--- config.mk ---
export PLATFORM = sky130hd
export DESIGN_NAME = ir_pulse_width_decoder_stack_top
export DESIGN_NICKNAME = d
export VERILOG_FILES = /design/src/rtl/ird_pkg.sv /design/src/rtl/ird_front.sv /design/src/rtl/ird_fifo.sv /design/src/rtl/ird_back.sv /design/src/rtl/ir_pulse_width_decoder_stack_top.sv
export SDC_FILE = /design/constraint.sdc
export NUM_CORES = 1
export LEC_CHECK = 0
export BUFFER_PORTS_ARGS = -buffer_cell sky130_fd_sc_hd__buf_2
export CAP_MARGIN = 20
export CORE_ASPECT_RATIO = 1.1
export CORE_UTILIZATION = 53
export CTS_BUF_LIST = sky130_fd_sc_hd__clkbuf_16
export CTS_CLUSTER_SIZE = 8
export DETAILED_ROUTE_END_ITERATION = 10
export HOLD_SLACK_MARGIN = 0.02
export PLACE_DENSITY = 0.82
export SYNTH_ARGS = -nofsm -noshare
export SYNTH_HDL_FRONTEND = slang
export SYNTH_SLANG_ARGS = --single-unit
--- constraint.sdc ---
create_clock -name i_clk -period 3.8 [get_ports i_clk]
set_clock_uncertainty 0.1 [all_clocks]
set_input_delay 0.76 -clock i_clk [delete_from_list [all_inputs] [get_ports i_clk]]
set_output_delay 0.76 -clock i_clk [all_outputs]
set_load 0.01 [all_outputs]
--- src/rtl/ird_pkg.sv ---
// Shared types, constants and helpers for the IR pulse-width decoder.
`default_nettype none
package ird_pkg;

    localparam int STACK_DEPTH = 16;
    localparam int FRAME_BITS  = 32;

    localparam int STACK_CNT_W = $clog2(STACK_DEPTH + 1);
    localparam int STACK_IDX_W = (STACK_DEPTH > 1) ? $clog2(STACK_DEPTH) : 1;
    localparam int BIT_CNT_W   = $clog2(FRAME_BITS + 1);

    localparam int Q_DEPTH = 4;
    localparam int Q_IDX_W = $clog2(Q_DEPTH);
    localparam int Q_CNT_W = $clog2(Q_DEPTH + 1);

    localparam int CMD_W    = 16;
    localparam int PERIOD_W = 8;
    localparam int REQ_W    = 2;
    localparam int CFG_IDX_W = 3;
    localparam int CFG_W    = 8;

    localparam logic [CMD_W-1:0] REPEAT_CODE = 16'h00FF;

    // request codes
    localparam logic [REQ_W-1:0] REQ_EDGE    = 2'd0;
    localparam logic [REQ_W-1:0] REQ_TIMEOUT = 2'd1;
    localparam logic [REQ_W-1:0] REQ_POP     = 2'd2;

    // configuration register indexes
    localparam logic [CFG_IDX_W-1:0] CFG_REPEAT_LOW  = 3'd0;
    localparam logic [CFG_IDX_W-1:0] CFG_REPEAT_HIGH = 3'd1;
    localparam logic [CFG_IDX_W-1:0] CFG_START_LOW   = 3'd2;
    localparam logic [CFG_IDX_W-1:0] CFG_START_HIGH  = 3'd3;
    localparam logic [CFG_IDX_W-1:0] CFG_ONE_LOW     = 3'd4;
    localparam logic [CFG_IDX_W-1:0] CFG_ONE_HIGH    = 3'd5;

    localparam logic [CFG_W-1:0] RST_REPEAT_LOW  = 8'hE2;
    localparam logic [CFG_W-1:0] RST_REPEAT_HIGH = 8'hE9;
    localparam logic [CFG_W-1:0] RST_START_LOW   = 8'h5D;
    localparam logic [CFG_W-1:0] RST_START_HIGH  = 8'h70;
    localparam logic [CFG_W-1:0] RST_ONE_LOW     = 8'h0F;
    localparam logic [CFG_W-1:0] RST_ONE_HIGH    = 8'h12;

    // one stack operation handed from the decoder to the stack
    typedef struct packed {
        logic             is_pop;
        logic [CMD_W-1:0] word;
    } t_op;

    function automatic logic in_window(input logic [PERIOD_W-1:0] p,
                                       input logic [CFG_W-1:0]    lo,
                                       input logic [CFG_W-1:0]    hi);
        in_window = (p >= lo) && (p <= hi);
    endfunction

endpackage
`default_nettype wire

--- src/rtl/ird_front.sv ---
// Decoder front: configuration registers, pulse classification and frame assembly.
`default_nettype none
module ird_front (
    input  wire logic                          i_clk,
    input  wire logic                          i_rst_n,
    input  wire logic                          i_valid,
    output logic                               o_ready,
    input  wire logic [ird_pkg::REQ_W-1:0]     i_req_type,
    input  wire logic [ird_pkg::PERIOD_W-1:0]  i_period,
    input  wire logic                          i_cfg_valid,
    output logic                               o_cfg_ready,
    input  wire logic [ird_pkg::CFG_IDX_W-1:0] i_cfg_index,
    input  wire logic [ird_pkg::CFG_W-1:0]     i_cfg_data,
    output logic                               o_op_valid,
    input  wire logic                          i_op_ready,
    output ird_pkg::t_op                       o_op
);
    import ird_pkg::*;

    logic [CFG_W-1:0] r_repeat_low, r_repeat_high, r_start_low, r_start_high;
    logic [CFG_W-1:0] r_one_low, r_one_high;
    logic [BIT_CNT_W-1:0] r_bit_count, n_bit_count;
    logic [CMD_W-1:0]     r_shift, n_shift;
    logic                 accept;

    assign o_ready     = i_op_ready;
    assign o_cfg_ready = 1'b1;
    assign accept      = i_valid && o_ready;

    always_ff @(posedge i_clk) begin
        if (!i_rst_n) begin
            r_repeat_low  <= RST_REPEAT_LOW;
            r_repeat_high <= RST_REPEAT_HIGH;
            r_start_low   <= RST_START_LOW;
            r_start_high  <= RST_START_HIGH;
            r_one_low     <= RST_ONE_LOW;
            r_one_high    <= RST_ONE_HIGH;
        end else if (i_cfg_valid) begin
            case (i_cfg_index)
                CFG_REPEAT_LOW:  r_repeat_low  <= i_cfg_data;
                CFG_REPEAT_HIGH: r_repeat_high <= i_cfg_data;
                CFG_START_LOW:   r_start_low   <= i_cfg_data;
                CFG_START_HIGH:  r_start_high  <= i_cfg_data;
                CFG_ONE_LOW:     r_one_low     <= i_cfg_data;
                CFG_ONE_HIGH:    r_one_high    <= i_cfg_data;
                default: ;
            endcase
        end
    end

    always_comb begin
        n_bit_count = r_bit_count;
        n_shift     = r_shift;
        o_op_valid  = 1'b0;
        o_op        = '0;
        if (accept) begin
            case (i_req_type)
                REQ_EDGE: begin
                    if (r_bit_count == '0) begin
                        // idle: repeat window wins over start window
                        if (in_window(i_period, r_repeat_low, r_repeat_high)) begin
                            o_op_valid = 1'b1;
                            o_op.word  = REPEAT_CODE;
                        end else if (in_window(i_period, r_start_low, r_start_high)) begin
                            n_bit_count = BIT_CNT_W'(1);
                            n_shift     = '0;
                        end
                    end else begin
                        n_shift = {r_shift[CMD_W-2:0],
                                   in_window(i_period, r_one_low, r_one_high)};
                        if (r_bit_count >= BIT_CNT_W'(FRAME_BITS)) begin
                            o_op_valid  = 1'b1;
                            o_op.word   = n_shift;
                            n_bit_count = '0;
                        end else begin
                            n_bit_count = r_bit_count + BIT_CNT_W'(1);
                        end
                    end
                end
                REQ_TIMEOUT: n_bit_count = '0;
                REQ_POP: begin
                    o_op_valid  = 1'b1;
                    o_op.is_pop = 1'b1;
                end
                default: ;
            endcase
        end
    end

    always_ff @(posedge i_clk) begin
        if (!i_rst_n) begin
            r_bit_count <= '0;
            r_shift     <= '0;
        end else begin
            r_bit_count <= n_bit_count;
            r_shift     <= n_shift;
        end
    end

    a_bit_count_range: assert property (@(posedge i_clk) disable iff (!i_rst_n)
        r_bit_count <= BIT_CNT_W'(FRAME_BITS))
        else $error("bit counter ran past frame length");

    a_pop_forwarded: assert property (@(posedge i_clk) disable iff (!i_rst_n)
        (accept && i_req_type == REQ_POP) |-> (o_op_valid && o_op.is_pop))
        else $error("accepted pop not forwarded to the stack");

endmodule
`default_nettype wire

--- src/rtl/ird_fifo.sv ---
// Short operation queue between the decoder front and the stack.
`default_nettype none
module ird_fifo (
    input  wire logic         i_clk,
    input  wire logic         i_rst_n,
    input  wire logic         i_wr_valid,
    output logic              o_wr_ready,
    input  wire ird_pkg::t_op i_wr_op,
    output logic              o_rd_valid,
    input  wire logic         i_rd_ready,
    output ird_pkg::t_op      o_rd_op
);
    import ird_pkg::*;

    t_op                r_mem [Q_DEPTH];
    logic [Q_IDX_W-1:0] r_wr_ptr, r_rd_ptr;
    logic [Q_CNT_W-1:0] r_count;
    logic               wr_en, rd_en;

    assign o_wr_ready = (r_count != Q_CNT_W'(Q_DEPTH));
    assign o_rd_valid = (r_count != '0);
    assign o_rd_op    = r_mem[r_rd_ptr];
    assign wr_en      = i_wr_valid && o_wr_ready;
    assign rd_en      = o_rd_valid && i_rd_ready;

    always_ff @(posedge i_clk) begin
        if (wr_en) begin
            r_mem[r_wr_ptr] <= i_wr_op;
        end
    end

    always_ff @(posedge i_clk) begin
        if (!i_rst_n) begin
            r_wr_ptr <= '0;
            r_rd_ptr <= '0;
            r_count  <= '0;
        end else begin
            if (wr_en) begin
                r_wr_ptr <= (r_wr_ptr == Q_IDX_W'(Q_DEPTH - 1)) ? '0
                                                                 : r_wr_ptr + Q_IDX_W'(1);
            end
            if (rd_en) begin
                r_rd_ptr <= (r_rd_ptr == Q_IDX_W'(Q_DEPTH - 1)) ? '0
                                                                 : r_rd_ptr + Q_IDX_W'(1);
            end
            if (wr_en && !rd_en) begin
                r_count <= r_count + Q_CNT_W'(1);
            end else if (rd_en && !wr_en) begin
                r_count <= r_count - Q_CNT_W'(1);
            end
        end
    end

    a_count_range: assert property (@(posedge i_clk) disable iff (!i_rst_n)
        r_count <= Q_CNT_W'(Q_DEPTH))
        else $error("queue count out of range");

    a_count_track: assert property (@(posedge i_clk) disable iff (!i_rst_n)
        (wr_en && !rd_en) |=> (r_count == $past(r_count) + Q_CNT_W'(1)))
        else $error("queue count missed a write");

endmodule
`default_nettype wire

--- src/rtl/ird_back.sv ---
// Stack back end: command stack, push and pop execution, result register.
`default_nettype none
module ird_back (
    input  wire logic                      i_clk,
    input  wire logic                      i_rst_n,
    input  wire logic                      i_op_valid,
    output logic                           o_op_ready,
    input  wire ird_pkg::t_op              i_op,
    output logic                           o_valid,
    input  wire logic                      i_ready,
    output logic [ird_pkg::CMD_W-1:0]      o_command,
    output logic                           o_stack_was_empty
);
    import ird_pkg::*;

    logic [CMD_W-1:0]       r_stack [STACK_DEPTH];
    logic [STACK_CNT_W-1:0] r_count;
    logic [STACK_CNT_W-1:0] top_cnt;
    logic [STACK_IDX_W-1:0] top_idx;
    logic                   r_out_valid;
    logic [CMD_W-1:0]       r_out_cmd;
    logic                   r_out_empty;
    logic                   take, do_push, do_pop, empty, full;

    // a pop needs room in the result register; a push never waits
    assign o_op_ready = !i_op.is_pop || !r_out_valid || i_ready;
    assign take       = i_op_valid && o_op_ready;
    assign empty      = (r_count == '0);
    assign full       = (r_count == STACK_CNT_W'(STACK_DEPTH));
    assign do_push    = take && !i_op.is_pop && !full;
    assign do_pop     = take && i_op.is_pop;
    assign top_cnt    = r_count - STACK_CNT_W'(1);
    assign top_idx    = top_cnt[STACK_IDX_W-1:0];

    always_ff @(posedge i_clk) begin
        if (do_push) begin
            r_stack[r_count[STACK_IDX_W-1:0]] <= i_op.word;
        end
    end

    always_ff @(posedge i_clk) begin
        if (!i_rst_n) begin
            r_count <= '0;
        end else if (do_push) begin
            r_count <= r_count + STACK_CNT_W'(1);
        end else if (do_pop && !empty) begin
            r_count <= top_cnt;
        end
    end

    always_ff @(posedge i_clk) begin
        if (!i_rst_n) begin
            r_out_valid <= 1'b0;
        end else if (do_pop) begin
            r_out_valid <= 1'b1;
        end else if (i_ready) begin
            r_out_valid <= 1'b0;
        end
    end

    always_ff @(posedge i_clk) begin
        if (do_pop) begin
            r_out_cmd   <= empty ? '0 : r_stack[top_idx];
            r_out_empty <= empty;
        end
    end

    assign o_valid           = r_out_valid;
    assign o_command         = r_out_cmd;
    assign o_stack_was_empty = r_out_empty;

    a_count_range: assert property (@(posedge i_clk) disable iff (!i_rst_n)
        r_count <= STACK_CNT_W'(STACK_DEPTH))
        else $error("stack count past depth");

    a_empty_zero: assert property (@(posedge i_clk) disable iff (!i_rst_n)
        (o_valid && o_stack_was_empty) |-> (o_command == '0))
        else $error("empty pop returned nonzero command");

endmodule
`default_nettype wire

--- src/rtl/ir_pulse_width_decoder_stack_top.sv ---
// Top level of the IR pulse-width decoder with command stack.
// Accepts one item per cycle: edge periods, timeouts and pops. The front
// decodes periods against the repeat, start and one windows and assembles
// frames; pushes and pops pass through a four-entry operation queue to the
// stack, which holds up to 16 commands and drops pushes when full. A pop
// answer comes from the stack's result register once the pop has passed the queue;
// the input stalls only when the queue is full, which happens when pop
// answers sit unread at the output. Edge and timeout items give no result.
// Configuration writes are taken every cycle and must be made while idle.
`default_nettype none
module ir_pulse_width_decoder_stack_top (
    input  wire logic                          i_clk,
    input  wire logic                          i_rst_n,
    input  wire logic                          i_valid,
    output logic                               o_ready,
    input  wire logic [ird_pkg::REQ_W-1:0]     i_req_type,
    input  wire logic [ird_pkg::PERIOD_W-1:0]  i_period,
    input  wire logic                          i_cfg_valid,
    output logic                               o_cfg_ready,
    input  wire logic [ird_pkg::CFG_IDX_W-1:0] i_cfg_index,
    input  wire logic [ird_pkg::CFG_W-1:0]     i_cfg_data,
    output logic                               o_valid,
    input  wire logic                          i_ready,
    output logic [ird_pkg::CMD_W-1:0]          o_command,
    output logic                               o_stack_was_empty
);
    import ird_pkg::*;

    logic f_valid, f_ready, b_valid, b_ready;
    t_op  f_op, b_op;

    ird_front u_front (
        .i_clk       (i_clk),
        .i_rst_n     (i_rst_n),
        .i_valid     (i_valid),
        .o_ready     (o_ready),
        .i_req_type  (i_req_type),
        .i_period    (i_period),
        .i_cfg_valid (i_cfg_valid),
        .o_cfg_ready (o_cfg_ready),
        .i_cfg_index (i_cfg_index),
        .i_cfg_data  (i_cfg_data),
        .o_op_valid  (f_valid),
        .i_op_ready  (f_ready),
        .o_op        (f_op)
    );

    ird_fifo u_fifo (
        .i_clk      (i_clk),
        .i_rst_n    (i_rst_n),
        .i_wr_valid (f_valid),
        .o_wr_ready (f_ready),
        .i_wr_op    (f_op),
        .o_rd_valid (b_valid),
        .i_rd_ready (b_ready),
        .o_rd_op    (b_op)
    );

    ird_back u_back (
        .i_clk             (i_clk),
        .i_rst_n           (i_rst_n),
        .i_op_valid        (b_valid),
        .o_op_ready        (b_ready),
        .i_op              (b_op),
        .o_valid           (o_valid),
        .i_ready           (i_ready),
        .o_command         (o_command),
        .o_stack_was_empty (o_stack_was_empty)
    );

endmodule
`default_nettype wire
==> results.cfg, run 1 <==
[status]
status = finished clean

[drt]
via_total_after_detailed_routing = 10114
vias_per_cell = 6.111
drt_pass1_iterations = 5
avgRoutedWirePerCell_um = 23.41
initial_drt_markers = 861
finalWirelength_um = 38740
postRouteAntennaNets = 0
drc = 0

[clock_tree]
clk_transition_reported_paths_ps = 50
tritoncts = yes
htreeDepth = 2
tritoncts.num_buffers = 59
postCtsSetupRepairBufs = 0
cts-resized-gates = 0
clock_latency_ps = 570
post_cts_hold_buffer_count = 0
cts.sink_count = 425
clock_path_buffers = 3
clock_tree.root_cell = clkbuf_16

[synthesis]
synth_top_family_by_area = multiplexers
synthXorXnorAreaFrac_pct = 0.3004
ys.warnings.count = 0
yosysSeqAreaShare_pct = 68.14
mappedNetlistArea_mm2 = 0.01750
synth.cells.most_frequent = edfxtp_1, nand2_1, dfxtp_1
post_synth_mux_area_share_pct = 11.69
postSynthCellCount = 1108
synthDistinctLibCells = 57
ys_seq_elements = 425
syn-mean-instance-area_um2 = 15.79
synth_area_in_compound_gates_pct = 6.444
fraction_of_post_synthesis_cell_area_in_the_top_cell_type_by_area_pct = 58.53
net_count_of_the_mapped_netlist = 1195
synth_fa_ha_area_share_pct = 4.405
synth_most_common_cell = edfxtp_1
yosysTopAreaCell = edfxtp_1
synth_flop_cell = edfxtp_1
synth-simple-area-share_pct = 6.544
synth_top_cells_by_area = edfxtp_1, mux4_2, dfxtp_1
ys_async_sr_fraction_pct = 0
synth_edf_count = 341

[global_routing]
antenna_found_initial = 0
grt_first_pass_wirelength_um = 59710
grtUsageTotal_pct = 23.70
first_global_vias = 10551
globalRoute.totalOverflow = 0
grt_max_degree = 68

[critical_path]
worstSetupEndpointType = flop
path_type_of_the_worst_setup_path = flop to flop
crit_slowest_cell = or4_1
timing.rr.start = u_front.r_repeat_low[2]
critical_path_peak_fanout = 2
cpPeakStageDelay_ps = 540
critical_path_required_ps = 4190
startpoint_types = flop
crit_path_cell_trace = inv_1 > ha_1 > o21a_1 > nor2_1 > or4_1 > a211oi_2 > a211oi_1 > nor3_2 > ha_1 > inv_1 > fa_1 > xor2_1 > or3_1 > a21oi_1
timing.rr.end = u_fifo.r_count[2]
worst-r2r-setup-slack_ps = 450
arrival_ps = 3750
reg2reg_depth = 14

[power]
p_int_uw = 10240
netSwitchingPower_uw = 4653
pwr_density_mw_per_mm2 = 738.8
combPwrFrac_pct = 27.9
total_power_uw = 14890
net_sw_share_pct = 31.24
share_seq_of_total_power_pct = 41.0
power_frac_clock_pct = 31.1
power_leakage_uw = 0.007124
worst_ir_drop_vdd_uv = 591.9

[placed_design]
routabilityCongestion = 0.9025
dpl.hpwl_um = 22010
post-place-ws_ps = -85.12
buffer_ports.inserted = 44

[min_path]
min_to = u_front.r_repeat_low[4]
min_from = u_front.r_repeat_low[4]
hold_depth = 2
worst_hold_class = flop to flop

[floorplan]
io_pins = 46
num_rows = 69
die_area_mm2 = 0.03374
die_x_um = 175.2
initial_cell_density_of_the_core_pct = 54.04
die_span_in_y_um = 192.6
floorplan.core_area_mm2 = 0.03237

[timing]
maxSlewHeadroom_pct = 37.98
grt_setup_unrepaired = no
setup_violations = 0
timing.final.crit_share_pct = 88.19
max_freq_mhz = 298.4
timing.setup.tns_ps = 0
final-hold-violation-count = 0
timing_max_transition_violations_final = 0
tightest_slew_ps = 926.9
finalWorstPathRequiredPeriod_ps = 3351
final_critical_path_setup_slack_ps = 448.6

[final_layout]
drive_above_1_share_pct = 21.32
final_nets = 1295
n_antenna_cell = 0
areaGrowthSynthToFinish_pct = 15.23

[flow_run]
cap_viol_max_count = 0
registers in the layout, indices dropped and copies added, names as in the netlist, named ones only:
| name | cells |
|---|---|
| u_front.r_bit_count | 6 |
| u_back.r_count | 5 |
| u_back.o_valid | 1 |
| u_fifo.r_mem | 68 |
| u_fifo.r_wr_ptr | 2 |
| u_front.r_repeat_high | 8 |
| u_front.r_repeat_low | 8 |
| u_fifo.r_count | 3 |
| u_front.r_start_low | 8 |
| u_front.r_shift | 15 |
| u_fifo.r_rd_ptr | 2 |
| u_back.r_stack | 256 |
| u_front.r_one_low | 8 |
| u_back.o_stack_was_empty | 1 |
| u_front.r_one_high | 8 |
| u_back.o_command | 16 |
| u_front.r_start_high | 8 |
worst max-delay path: cells and delay by family (launching register included):
| family | cells | cell delay (ps) |
|---|---|---|
| flip-flops | 1 | 320 |
| AND/OR/NAND/NOR | 4 | 1030 |
| adder cells (fa/ha/maj) | 3 | 880 |
| buffers and inverters | 2 | 110 |
| XOR/XNOR | 1 | 180 |
| AO/OA/AOI/OAI | 4 | 660 |
layout by cell type, fill, tap and decap left out, types with 4 or more instances in the layout:
| cell | instances |
|---|---|
| a2111oi_0 | 4 |
| a211oi_1 | 38 |
| a21o_1 | 8 |
| a21oi_1 | 48 |
| a22o_1 | 14 |
| and2_1 | 7 |
| and3_1 | 9 |
| buf_12 | 7 |
| buf_2 | 44 |
| buf_4 | 40 |
| clkbuf_16 | 60 |
| dfxtp_1 | 83 |
| edfxtp_1 | 341 |
| ha_1 | 59 |
| inv_1 | 74 |
| mux2i_1 | 21 |
| mux4_2 | 81 |
| nand2_1 | 108 |
| nand2b_1 | 9 |
| nand3_1 | 11 |
| nand4_1 | 7 |
| nor2_1 | 33 |
| nor2_2 | 8 |
| nor2b_1 | 25 |
| nor3_1 | 8 |
| nor3_2 | 4 |
| o211ai_1 | 24 |
| o21ai_0 | 9 |
worst max-delay path by stage:
| stage | from | to |
|---|---|---|
| after floorplan | i_period[2] | u_fifo.r_count[2] |
| after global placement | i_period[2] | u_fifo.r_count[2] |
| after detailed placement | i_period[2] | u_fifo.r_count[2] |
| after CTS | u_front.r_repeat_low[3] | u_fifo.r_count[2] |
| after global routing | u_front.r_repeat_low[3] | u_fifo.r_count[2] |
| final | u_front.r_repeat_low[2] | u_fifo.r_count[2] |
metal layers:
metal  track usage (%)  share of wire (%)  routed length, µm  vias to the layer above
met1             28.07                 39              14920                     5132
met3             3.428                5.7               2227                       92
met2             43.56                 53              20380                      441
met5                 0                  0                  0                        -
met4             9.231                3.1               1214                        0
li1                  -                  -                  -                     4449
stage by stage:
step / hold slack, ps / instance area [µm²] / util (%) / cells
finish: 354.5 / 20160 / 62.27 / 1655
global route: 370.3 / 20160 / 62.27 / 1655
CTS: 355.7 / 20160 / 62.27 / 1655
detailed placement: 348.6 / 18530 / 57.23 / 1573
global placement: 343.8 / 18530 / 57.23 / 1573
floorplan: 334.7 / 17500 / - / 1108
logic make-up (layout without fill, tap and decap cells):
group | count (synthesis) | after routing
compound gates | 162 | 162
mux | 103 | 103
fa+ha+maj | 61 | 61
xor+xnor | 6 | 6
simple gates | 243 | 243
buf+inv | 107 | 228
flops | 425 | 425
other cells | 1 | 1
area by class of cell:
cell class              instances  area [µm²]
repair buffers                 91       660.6
inverters                      55       206.4
well taps                     426       533.0
flip-flops and latches        425       11930
multi-input cells             576        5204
fillers                      2240       12210
clock buffers                  60        1501
clock inverters                22       130.1
power groups by stage:
stage	combinational, µW	sequential, µW	clock [µW]
finish	4160	6100	4640
global route	4410	6130	4880
CTS	4170	6100	4680
detailed placement	4060	6170	0
global placement	3900	6140	0
floorplan	2740	6120	0
(Power assumes the default switching activity.)
==> run 2, diff against run 1 <==
- CAP_MARGIN: 20 -> unset
- PLACE_DENSITY: 0.82 -> 0.79
- clock period: 3.8 -> 4.2 ns (I/O delays scaled with it)
==> run 2 against run 1 <==
  * Via count decreased by 2.5%
  * Final cell count increased by 1.6%
  * Core utilization about the same
  * Cell area about the same
  * Sequential power decreased by 10%
  * Largest power group unchanged
  * Critical path depth unchanged
  * Combinational power decreased by 11%
  * Register-to-register slack improved by 320 ps
==> results.cfg, run 2 (synthesis gave the netlist of run 1 again) <==
[placed_design]
buffer_ports.inserted = 44
routabilityCongestion = 0.8656
post-place-ws_ps = 89.60
dpl.hpwl_um = 21850
placed_area_mm2 = 0.01845

[min_path]
hold_depth = 2
worst_hold_class = flop to flop
min_from = u_front.r_repeat_high[4]
min_to = u_front.r_repeat_high[4]

[clock_tree]
postCtsSetupRepairBufs = 0
clock_path_buffers = 3
cts-resized-gates = 0
clock_latency_ps = 590
post_cts_hold_buffer_count = 0
htreeDepth = 2
clock_tree.root_cell = clkbuf_16
clk_transition_reported_paths_ps = 50
tritoncts.num_buffers = 59
cts.sink_count = 425
tritoncts = yes

[critical_path]
crit_slowest_cell = or4_1
worstSetupEndpointType = flop
cpPeakStageDelay_ps = 530
worst-r2r-setup-slack_ps = 770
timing.rr.end = u_fifo.r_count[2]
critical_path_required_ps = 4610
timing.rr.start = u_front.r_repeat_low[2]
crit_path_cell_trace = buf_2 > ha_1 > o21a_1 > nor2_1 > or4_1 > a211oi_2 > a211oi_1 > nor3_2 > ha_1 > inv_1 > fa_1 > xor2_1 > or3_1 > a21oi_1
buffering_stage_count_on_the_worst_path_with_inverters_included = 2
path_type_of_the_worst_setup_path = primary input to flop
startpoint_types = primary input
critical_path_peak_fanout = 6
cpLargestDelayFamily = simple AND/OR/NAND/NOR gates
arrival_ps = 3910
timing.critical_path.mode_cell = ha_1
reg2reg_depth = 14

[drt]
initial_drt_markers = 1067
postRouteAntennaNets = 0
vias_per_cell = 5.860
drt_pass1_iterations = 5
via_total_after_detailed_routing = 9857
drc = 0
finalWirelength_um = 35910
avgRoutedWirePerCell_um = 21.35

[final_layout]
mostFrequentLayoutCell = edfxtp_1
postLayoutCellArea_mm2 = 0.02016
fillCellCount = 2312
layout_common_cells = edfxtp_1, nand2_1, inv_1, dfxtp_1, mux4_2
final_nets = 1295
drive_above_1_share_pct = 20.94
areaGrowthSynthToFinish_pct = 15.25
largest_register_ff_count = 256
n_antenna_cell = 0

[global_routing]
grt_first_pass_wirelength_um = 55370
grtUsageTotal_pct = 21.85
globalRoute.totalOverflow = 0
first_global_vias = 9898
grt_max_degree = 43
antenna_found_initial = 0

[timing]
maxSlewHeadroom_pct = 36.11
final-hold-violation-count = 0
grt_setup_unrepaired = no
setup_violations = 0
timing_max_transition_violations_final = 0
timing.setup.tns_ps = 0
tightest_slew_ps = 954.8
finalWorstPathRequiredPeriod_ps = 3500
final_critical_path_setup_slack_ps = 699.5
max_freq_mhz = 285.7
timing.final.crit_share_pct = 83.34

[floorplan]
num_rows = 69
die_x_um = 175.2
initial_cell_density_of_the_core_pct = 54.04
floorplan.core_area_mm2 = 0.03237
io_pins = 46
die_span_in_y_um = 192.6
die_area_mm2 = 0.03374

[flow_run]
cap_viol_max_count = 0

[power]
worst_ir_drop_vdd_uv = 395.9
pwr_density_mw_per_mm2 = 664.6
total_power_uw = 13400
power_leakage_uw = 0.007236

[status]
status = finished clean
[run 2: cell count changes in the layout (fill, tap and decap cells not counted)]
cell and delta:
clkbuf_16 -1, clkinv_1 +1, clkinv_4 -1, buf_12 -6, buf_4 +6, inv_2 +1, inv_16 -1, clkinv_8 +1
clkinv_2 +1, inv_1 +25, inv_6 +1
[run 2: worst register-to-register path, delay by kind of cell, from the launching register on]
kind            cells  cell delay [ps]
xor+xnor            1              180
buf+inv             2              120
flops               1              320
fa+ha+maj           3              910
simple gates        4             1030
compound gates      4              680
[run 2: per-layer routing]
metal	GRT usage, %	routed length (µm)	up-vias
met5	0	0	-
met4	6.622	722	0
met3	3.329	2019	59
li1	-	-	4488
met2	39.29	18830	337
met1	27.31	14340	4973
[run 2: power by group]
part,switching (µW),internal (µW)
Sequential,145,5330
Combinational,2260,1440
Clock,1710,2510
Total,4120,9280
[run 2: per-stage QoR]
stage / utilization, % / hold WS [ps] / instances
after floorplan: - / 334.7 / 1108
after global placement: 57.00 / 343.4 / 1573
after detailed placement: 57.00 / 347.4 / 1573
after CTS: 62.28 / 354.6 / 1682
after global routing: 62.28 / 369.7 / 1682
final: 62.28 / 354.8 / 1682
[run 2: how the worst max path moves through the flow]
stage	cells past startpoint	slack [ps]	from	end
2_1_floorplan	13	330	i_period[2]	u_fifo.r_count[2]
3_3_place_gp	14	150	i_period[2]	u_fifo.r_count[2]
3_5_place_dp	14	90	i_period[3]	u_fifo.r_count[2]
4_1_cts	14	680	i_period[2]	u_fifo.r_count[2]
5_1_grt	14	560	i_period[2]	u_fifo.r_count[2]
6_report	14	700	i_period[2]	u_fifo.r_count[2]
[run 2: area by class of cell]
cell class / instances / area (µm²) / area share, %
inverters: 55 / 206.4 / 1.024
flip-flops and latches: 425 / 11930 / 59.14
clock buffers: 59 / 1476 / 7.322
clock inverters: 50 / 232.7 / 1.154
repair buffers: 91 / 585.6 / 2.904
well taps: 426 / 533.0 / 2.643
multi-input cells: 576 / 5204 / 25.81
